$ cat src/hw/rtl/b64d_pkg.sv
`default_nettype none

package b64d_pkg;

    // Sextet codes beyond the 64 data values.
    localparam logic [6:0] SEXTET_PAD = 7'd64;
    localparam logic [6:0] SEXTET_BAD = 7'd65;

    localparam logic [7:0] CHAR_PAD     = 8'h3D;
    localparam logic [7:0] CHAR_NEWLINE = 8'h0A;
    localparam logic [7:0] CHAR_PLUS    = 8'h2B;
    localparam logic [7:0] CHAR_SLASH   = 8'h2F;

    localparam logic [6:0] SEXTET_PLUS  = 7'd62;
    localparam logic [6:0] SEXTET_SLASH = 7'd63;

    // Results caused by one item: up to three entries, oldest in byte0.
    typedef struct packed {
        logic [1:0] cnt;
        logic       bv;
        logic       end_flag;
        logic [7:0] byte0;
        logic [7:0] byte1;
        logic [7:0] byte2;
    } bundle_t;

    // Decoder state seen by the top level.
    typedef struct packed {
        logic [1:0] phase;
        logic       halted;
        logic       held_valid;
    } status_t;

    // Maps one character to its sextet, or to the pad or invalid code.
    function automatic logic [6:0] sextet_of(input logic [7:0] c);
        logic [6:0] s;
        s = SEXTET_BAD;
        if (c >= 8'h41 && c <= 8'h5A) begin
            s = 7'(c - 8'h41);
        end
        else if (c >= 8'h61 && c <= 8'h7A) begin
            s = 7'(c - 8'h61 + 8'd26);
        end
        else if (c >= 8'h30 && c <= 8'h39) begin
            s = 7'(c - 8'h30 + 8'd52);
        end
        else if (c == CHAR_PLUS) begin
            s = SEXTET_PLUS;
        end
        else if (c == CHAR_SLASH) begin
            s = SEXTET_SLASH;
        end
        else if (c == CHAR_PAD) begin
            s = SEXTET_PAD;
        end
        return s;
    endfunction

endpackage

`default_nettype wire

$ cat src/hw/rtl/b64d_decode.sv
`default_nettype none

module b64d_decode (
    input  wire logic              clk,
    input  wire logic              rst_n,
    input  wire logic              accept,
    input  wire logic [7:0]        text_char,
    input  wire logic              text_last,
    output b64d_pkg::bundle_t      bundle,
    output b64d_pkg::status_t      status
);

    logic [1:0]  phase_reg, phase_next;
    logic [17:0] accum_reg, accum_next;
    logic        halted_reg, halted_next;
    logic        held_v_reg, held_v_next;
    logic [7:0]  held_reg, held_next;
    logic [6:0]  sext;
    logic [1:0]  n;
    logic [7:0]  b0, b1, b2;

    assign sext = b64d_pkg::sextet_of(text_char);

    // One decode step for the character at the input.
    always_comb
    begin
        phase_next  = phase_reg;
        accum_next  = accum_reg;
        halted_next = halted_reg;
        held_v_next = held_v_reg;
        held_next   = held_reg;
        n  = 2'd0;
        b0 = 8'd0;
        b1 = 8'd0;
        b2 = 8'd0;
        if (held_v_reg) begin
            // Any character releases the byte held after "c0 c1 =".
            n           = 2'd1;
            b0          = held_reg;
            held_v_next = 1'b0;
            halted_next = 1'b1;
        end
        else if (!halted_reg) begin
            if (phase_reg == 2'd0 && text_char == b64d_pkg::CHAR_NEWLINE) begin
                // Newline between quads is skipped.
            end
            else if (sext == b64d_pkg::SEXTET_BAD) begin
                halted_next = 1'b1;
            end
            else if (sext == b64d_pkg::SEXTET_PAD) begin
                if (phase_reg == 2'd2) begin
                    held_next   = accum_reg[11:4];
                    held_v_next = 1'b1;
                end
                else if (phase_reg == 2'd3) begin
                    n           = 2'd2;
                    b0          = accum_reg[17:10];
                    b1          = accum_reg[9:2];
                    halted_next = 1'b1;
                end
                else begin
                    halted_next = 1'b1;
                end
            end
            else if (phase_reg == 2'd3) begin
                n          = 2'd3;
                b0         = accum_reg[17:10];
                b1         = accum_reg[9:2];
                b2         = {accum_reg[1:0], sext[5:0]};
                accum_next = 18'd0;
                phase_next = 2'd0;
            end
            else begin
                accum_next = {accum_reg[11:0], sext[5:0]};
                phase_next = phase_reg + 2'd1;
            end
        end

        // The last character closes the text and re-arms the decoder.
        if (text_last) begin
            phase_next  = 2'd0;
            accum_next  = 18'd0;
            halted_next = 1'b0;
            held_v_next = 1'b0;
            held_next   = 8'd0;
        end
    end

    // Results of this step; an empty last step gives one marker entry.
    always_comb
    begin
        bundle.byte0    = b0;
        bundle.byte1    = b1;
        bundle.byte2    = b2;
        bundle.end_flag = text_last;
        bundle.bv       = (n != 2'd0);
        if (text_last && n == 2'd0) begin
            bundle.cnt = 2'd1;
        end
        else begin
            bundle.cnt = n;
        end
    end

    // Phase, halt flag and held-byte flag, in the order of the status fields.
    assign status = {phase_reg, halted_reg, held_v_reg};

    // Decoder state advances once per accepted item.
    always_ff @(posedge clk or negedge rst_n)
    begin
        if (!rst_n) begin
            phase_reg  <= 2'd0;
            accum_reg  <= 18'd0;
            halted_reg <= 1'b0;
            held_v_reg <= 1'b0;
            held_reg   <= 8'd0;
        end
        else if (accept) begin
            phase_reg  <= phase_next;
            accum_reg  <= accum_next;
            halted_reg <= halted_next;
            held_v_reg <= held_v_next;
            held_reg   <= held_next;
        end
    end

endmodule

`default_nettype wire

$ cat src/hw/rtl/b64d_emit.sv
`default_nettype none

module b64d_emit (
    input  wire logic              clk,
    input  wire logic              rst_n,
    input  wire logic              load,
    input  wire b64d_pkg::bundle_t bundle,
    output logic                   can_load,
    output logic                   out_valid,
    input  wire logic              out_ready,
    output logic [7:0]             data_byte,
    output logic                   byte_valid,
    output logic                   text_end
);

    logic [1:0] cnt_reg;
    logic       bv_reg;
    logic       end_reg;
    logic [7:0] b0_reg, b1_reg, b2_reg;
    logic       take;

    assign out_valid  = (cnt_reg != 2'd0);
    assign take       = out_valid && out_ready;
    assign data_byte  = b0_reg;
    assign byte_valid = bv_reg;
    assign text_end   = end_reg && (cnt_reg == 2'd1);

    // A new bundle fits once the last waiting entry leaves this cycle.
    assign can_load = (cnt_reg == 2'd0) || (cnt_reg == 2'd1 && out_ready);

    // Entry count of the result buffer.
    always_ff @(posedge clk or negedge rst_n)
    begin
        if (!rst_n) begin
            cnt_reg <= 2'd0;
        end
        else if (load && bundle.cnt != 2'd0) begin
            cnt_reg <= bundle.cnt;
        end
        else if (take) begin
            cnt_reg <= cnt_reg - 2'd1;
        end
    end

    // Result bytes shift toward the output as entries are taken.
    always_ff @(posedge clk)
    begin
        if (load && bundle.cnt != 2'd0) begin
            bv_reg  <= bundle.bv;
            end_reg <= bundle.end_flag;
            b0_reg  <= bundle.byte0;
            b1_reg  <= bundle.byte1;
            b2_reg  <= bundle.byte2;
        end
        else if (take) begin
            b0_reg <= b1_reg;
            b1_reg <= b2_reg;
            b2_reg <= 8'd0;
        end
    end

endmodule

`default_nettype wire

$ cat src/hw/rtl/base64_stream_decoder_top.sv
// Channel   Signals                                                 Direction
// input     in_valid, in_ready, text_char, text_last                into block
// output    out_valid, out_ready, data_byte, byte_valid, text_end   out of block
//
// Each character is decoded in the cycle it is accepted; its results appear
// one per cycle from the next cycle on, while out_ready is high.
// A character that completes a quad gives three results and so holds the
// input until its last result leaves: the result buffer is the limit on rate.
// Characters giving no result (not last) are taken every cycle in which it is empty.
// Reset clears the decoder state and empties the result buffer.
// A stalled output holds the current result and blocks input only once
// the buffer cannot take another character's results.
`default_nettype none

module base64_stream_decoder_top (
    input  wire logic       clk,
    input  wire logic       rst_n,
    input  wire logic       in_valid,
    output logic            in_ready,
    input  wire logic [7:0] text_char,
    input  wire logic       text_last,
    output logic            out_valid,
    input  wire logic       out_ready,
    output logic [7:0]      data_byte,
    output logic            byte_valid,
    output logic            text_end
);

    b64d_pkg::bundle_t bundle;
    b64d_pkg::status_t status;
    logic              accept;
    logic              can_load;

    assign in_ready = can_load;
    assign accept   = in_valid && in_ready;

    // Character decode and quad state.
    b64d_decode u_decode (
        .clk       (clk),
        .rst_n     (rst_n),
        .accept    (accept),
        .text_char (text_char),
        .text_last (text_last),
        .bundle    (bundle),
        .status    (status)
    );

    // Result buffer and output serializer.
    b64d_emit u_emit (
        .clk        (clk),
        .rst_n      (rst_n),
        .load       (accept),
        .bundle     (bundle),
        .can_load   (can_load),
        .out_valid  (out_valid),
        .out_ready  (out_ready),
        .data_byte  (data_byte),
        .byte_valid (byte_valid),
        .text_end   (text_end)
    );

`ifndef SYNTHESIS
    // A held byte always sits after two sextets of a live quad.
    a_held_state: assert property (@(posedge clk) disable iff (!rst_n)
        status.held_valid |-> (!status.halted && status.phase == 2'd2))
        else $error("held byte with inconsistent quad state");

    // Input is only refused while results are waiting.
    a_ready_blocked: assert property (@(posedge clk) disable iff (!rst_n)
        !in_ready |-> out_valid)
        else $error("input blocked with empty result buffer");

    // A result without a byte is only the end marker of a text.
    a_empty_is_end: assert property (@(posedge clk) disable iff (!rst_n)
        (out_valid && !byte_valid) |-> text_end)
        else $error("byteless result that does not end the text");
`endif

endmodule

`default_nettype wire
$ cat config.mk
export PLATFORM = sky130hd
export DESIGN_NAME = base64_stream_decoder_top
export DESIGN_NICKNAME = d
export VERILOG_FILES = /design/src/hw/rtl/b64d_pkg.sv /design/src/hw/rtl/b64d_decode.sv /design/src/hw/rtl/b64d_emit.sv /design/src/hw/rtl/base64_stream_decoder_top.sv
export SDC_FILE = /design/constraint.sdc
export NUM_CORES = 1
export LEC_CHECK = 0
export BUFFER_PORTS_ARGS = -buffer_cell sky130_fd_sc_hd__clkbuf_2
export CORE_ASPECT_RATIO = 1.75
export CORE_MARGIN = 1
export CORE_UTILIZATION = 55
export CTS_BUF_LIST = sky130_fd_sc_hd__clkbuf_8
export DETAILED_ROUTE_END_ITERATION = 12
export PLACE_DENSITY = 0.72
export SYNTH_ARGS = -nofsm -noshare
export SYNTH_HDL_FRONTEND = slang
export SYNTH_SLANG_ARGS = --single-unit
$ cat constraint.sdc
create_clock -name clk -period 3.9 [get_ports clk]
set_input_delay 0.195 -clock clk [delete_from_list [all_inputs] [get_ports clk]]
set_output_delay 0.195 -clock clk [all_outputs]
set_load 0.05 [all_outputs]
==> reports/metrics.yaml <==
outcome: "finished, final reports clean"
crit_path_cell_trace: "clkbuf_2 > inv_1 > ha_1 > or4b_1 > nor3_1 > nor4_1 > a21oi_2 > buf_4 > mux2i_1"
grt.total_usage_pct: 25.70
synth_top_family_by_area: "compound AO/OA/AOI/OAI gates"
timing_hold_violations_final: 0
hold_end: "u_emit.cnt_reg[0]"
hold_class: "input port to flip-flop"
start_util_pct: 56.96
worst_slack_ps: 1194
cp.depth: 9
gr-usage-met3_pct: 4.237
yosys-mux-area-fraction_pct: 5.686
place_congestion: 0.8657
cts.sinks: 58
antenna_cells: 0
yosys_warnings: 0
post_cts_buffers: 0
slew_viol_final: 0
fmax_mhz: 369.6
seq_area_frac_synth_pct: 44.92
synth_top_cell_area_share_pct: 22.74
synth_cells: 326
synth_edf_count: 26
cp_data_required_time_ps: 4080
numCtsBuffers: 9
firstDrtPassIters: 4
viasPerCell: 6.064
detail-route-antenna-nets: 0
rr_worst_depth: 8
vias: 2650
critPathCaptureType: "flip-flop"
synthSimpleGateAreaFrac_pct: 11.94
worstHoldStart: "out_ready"
max_cap_viol_count: 0
finalCritPeriodShare_pct: 69.37
antenna_found_initial: 0
synth_flop_cell: "dfrtp_1"
synth_compound_area_share_pct: 24.59
path_max_fanout: 13
fin_nets: 380
dieWidth_um: 62.48
rows: 38
synth_cell_types: 62
clk_latency_ps: 340
portBuffers: 24
max_stage_delay_ps: 630
drt_iter0_markers: 164
crit_type: "input port to flip-flop"
tightest_slew_ps: 850.6
grt_pass1_vias: 2627
rsz0062_at_grt: "no"
largest_reg_flops: 18
grt-busiest-layer: "met2"
grtUsageMet1_pct: 27.72
ctsRootBufferMaster: "clkbuf_8"
areaGrowthSynthToFinish_pct: 10.41
cts_tree: "done"
cp_slowest_cell: "a21oi_2"
ys_async_sr_fraction_pct: 55.17
htree_levels: 3
r2r_end: "u_emit.b1_reg[6]"
wl_um: 7946
met2_usage_pct: 48.37
final_cells: 437
die-area_um2: 6738
cp_num_buf_inv: 3
synth-seq-cells: 58
synth_xor_area_share_pct: 0.7463
synthTopCellsByArea: "dfrtp_1 23%, edfxtp_1 22%, ha_1 5.3%, a2bb2oi_1 4.7%, inv_1 4.4%"
worstPathArrival_ps: 2880
finClkSkew_ps: 10.53
final.fill_count: 546
startpoint_type: "input port"
syn_area_per_cell_um2: 10.80
grt_start_max_net_pins: 33
place_inst: 420
setup_violations: 0
reg2reg_slack_ps: 1370
drc: 0
synth_top_area_cell: "dfrtp_1"
cts_buffer_depth: 2
finalSetupTns_ps: 0
critical-path-top-delay-family: "simple AND/OR/NAND/NOR gates"
synth_adder_area_share_pct: 5.330
cts_resized: 0
hpwl_um: 5515
layout-drive-gt1-share_pct: 22.41
period_needed_ps: 2706
peakVddDrop_uv: 255.8
power_density_nw_per_um2: 589.0
wire_per_inst_um: 18.18
synth_nets: 354
die_y_um: 107.8
grt_first_pass_wirelength_um: 13000
timing.rr.start: "u_emit.cnt_reg[0]"
min_path_cells: 3
coreArea_um2: 6181
slew_headroom_pct: 43.29
syn-cell-area_um2: 3521
grt-ovfl-total: 0
clk_pin_slew_ps: 60
pre_cts_ws_ps: 848.2
ioPinCount: 25
p_leak_nw: 1.774
synthesized netlist by cell type, types with 4 or more instances:
cell type and count:
a21o_1 4, a21oi_1 8, a22o_1 10, a2bb2oi_1 19, a32o_2 8, buf_2 5
clkbuf_1 10, dfrtp_1 32, edfxtp_1 26, ha_1 15, inv_1 41, mux2_2 8
mux2i_1 11, nand2_1 21, nor2_1 12, nor2b_1 9, o21ai_0 6, o22ai_1 18
layer usage:
layer / share of wire [%] / up-vias
li1: - / 1262
met1: 40 / 1313
met2: 56 / 64
met3: 2.4 / 11
met4: 1.8 / 0
met5: 0 / -
per-stage QoR:
step	hold WS, ps	utilization, %	power (mW)	instance area (um2)
global route	298.5	62.89	2.416	3887
finish	276.5	62.89	2.290	3887
detailed placement	339.5	60.06	1.831	3712
floorplan	-100.6	-	1.618	3521
CTS	257.4	62.89	2.297	3887
global placement	339.3	60.06	1.800	3712
logic make-up (layout without fill, tap and decap cells):
group                    after synthesis  after routing
XOR/XNOR                               3              3
AND/OR/NAND/NOR                       72             72
buffers and inverters                 58             89
adder cells (fa/ha/maj)               15             15
multiplexers                          19             19
AO/OA/AOI/OAI                        101            101
flip-flops                            58             58
cells in the final DEF, fill, tap and decap left out, types with 2 or more instances in the layout:
cell / n
nor2_1: 12
a21oi_1: 7
or3b_2: 2
inv_1: 44
a31oi_1: 3
and2_1: 3
a21o_1: 4
nor2b_1: 9
nor3_1: 2
nand3_1: 3
a22o_1: 10
mux2_2: 8
o211ai_1: 3
o22ai_1: 18
clkbuf_2: 24
or4b_1: 2
edfxtp_1: 26
or2b_2: 2
buf_4: 7
dfrtp_1: 32
a32oi_1: 2
clkbuf_8: 10
nor4_1: 2
mux2i_1: 11
nand2_1: 21
a32o_2: 8
a2bb2oi_1: 19
ha_1: 15
nand4_1: 2
xor2_1: 2
o21ai_0: 6
a22oi_1: 3
worst min-delay path: stages:
cell and delay [ps]:
clkbuf_2 90, nand2_1 140, a32oi_1 130
repair_timing:
| item | 4_1_cts | 5_1_grt |
|---|---|---|
| hold buffers | 1 | 0 |
| endpoints found under the setup margin | 0 | 0 |
| hold endpoints to repair | 32 | 0 |
power by group:
| part | total (mW) | switching (mW) | internal, mW | leakage [nW] |
|---|---|---|---|---|
| Clock | 0.464 | 0.227 | 0.237 | 0.0935 |
| Combinational | 0.854 | 0.535 | 0.320 | 1.04 |
| Sequential | 0.972 | 0.119 | 0.852 | 0.645 |
| Total | 2.29 | 0.881 | 1.41 | 1.77 |
worst max path at each step:
stage            startpoint                  end  slack, ps
3_3_place_gp   text_char[2]  u_emit.data_byte[3]        920
4_1_cts        text_char[2]     u_emit.b1_reg[6]       1200
2_1_floorplan  text_char[0]     u_emit.b1_reg[0]       1080
6_report       text_char[2]     u_emit.b1_reg[6]       1190
3_5_place_dp   text_char[2]     u_emit.b1_reg[6]        850
5_1_grt        text_char[2]     u_emit.b1_reg[6]        980
area by class of cell:
class / instances / area [um2] / share of cell area, %
Inverter: 41 / 153.9 / 3.959
Multi-Input combinational cell: 210 / 1704 / 43.84
Clock inverter: 6 / 27.53 / 0.7081
Tap cell: 80 / 100.1 / 2.575
Sequential cell: 58 / 1582 / 40.68
Clock buffer: 10 / 137.6 / 3.540
Timing Repair Buffer: 32 / 182.7 / 4.699
Power figures use the tool's default switching activity.
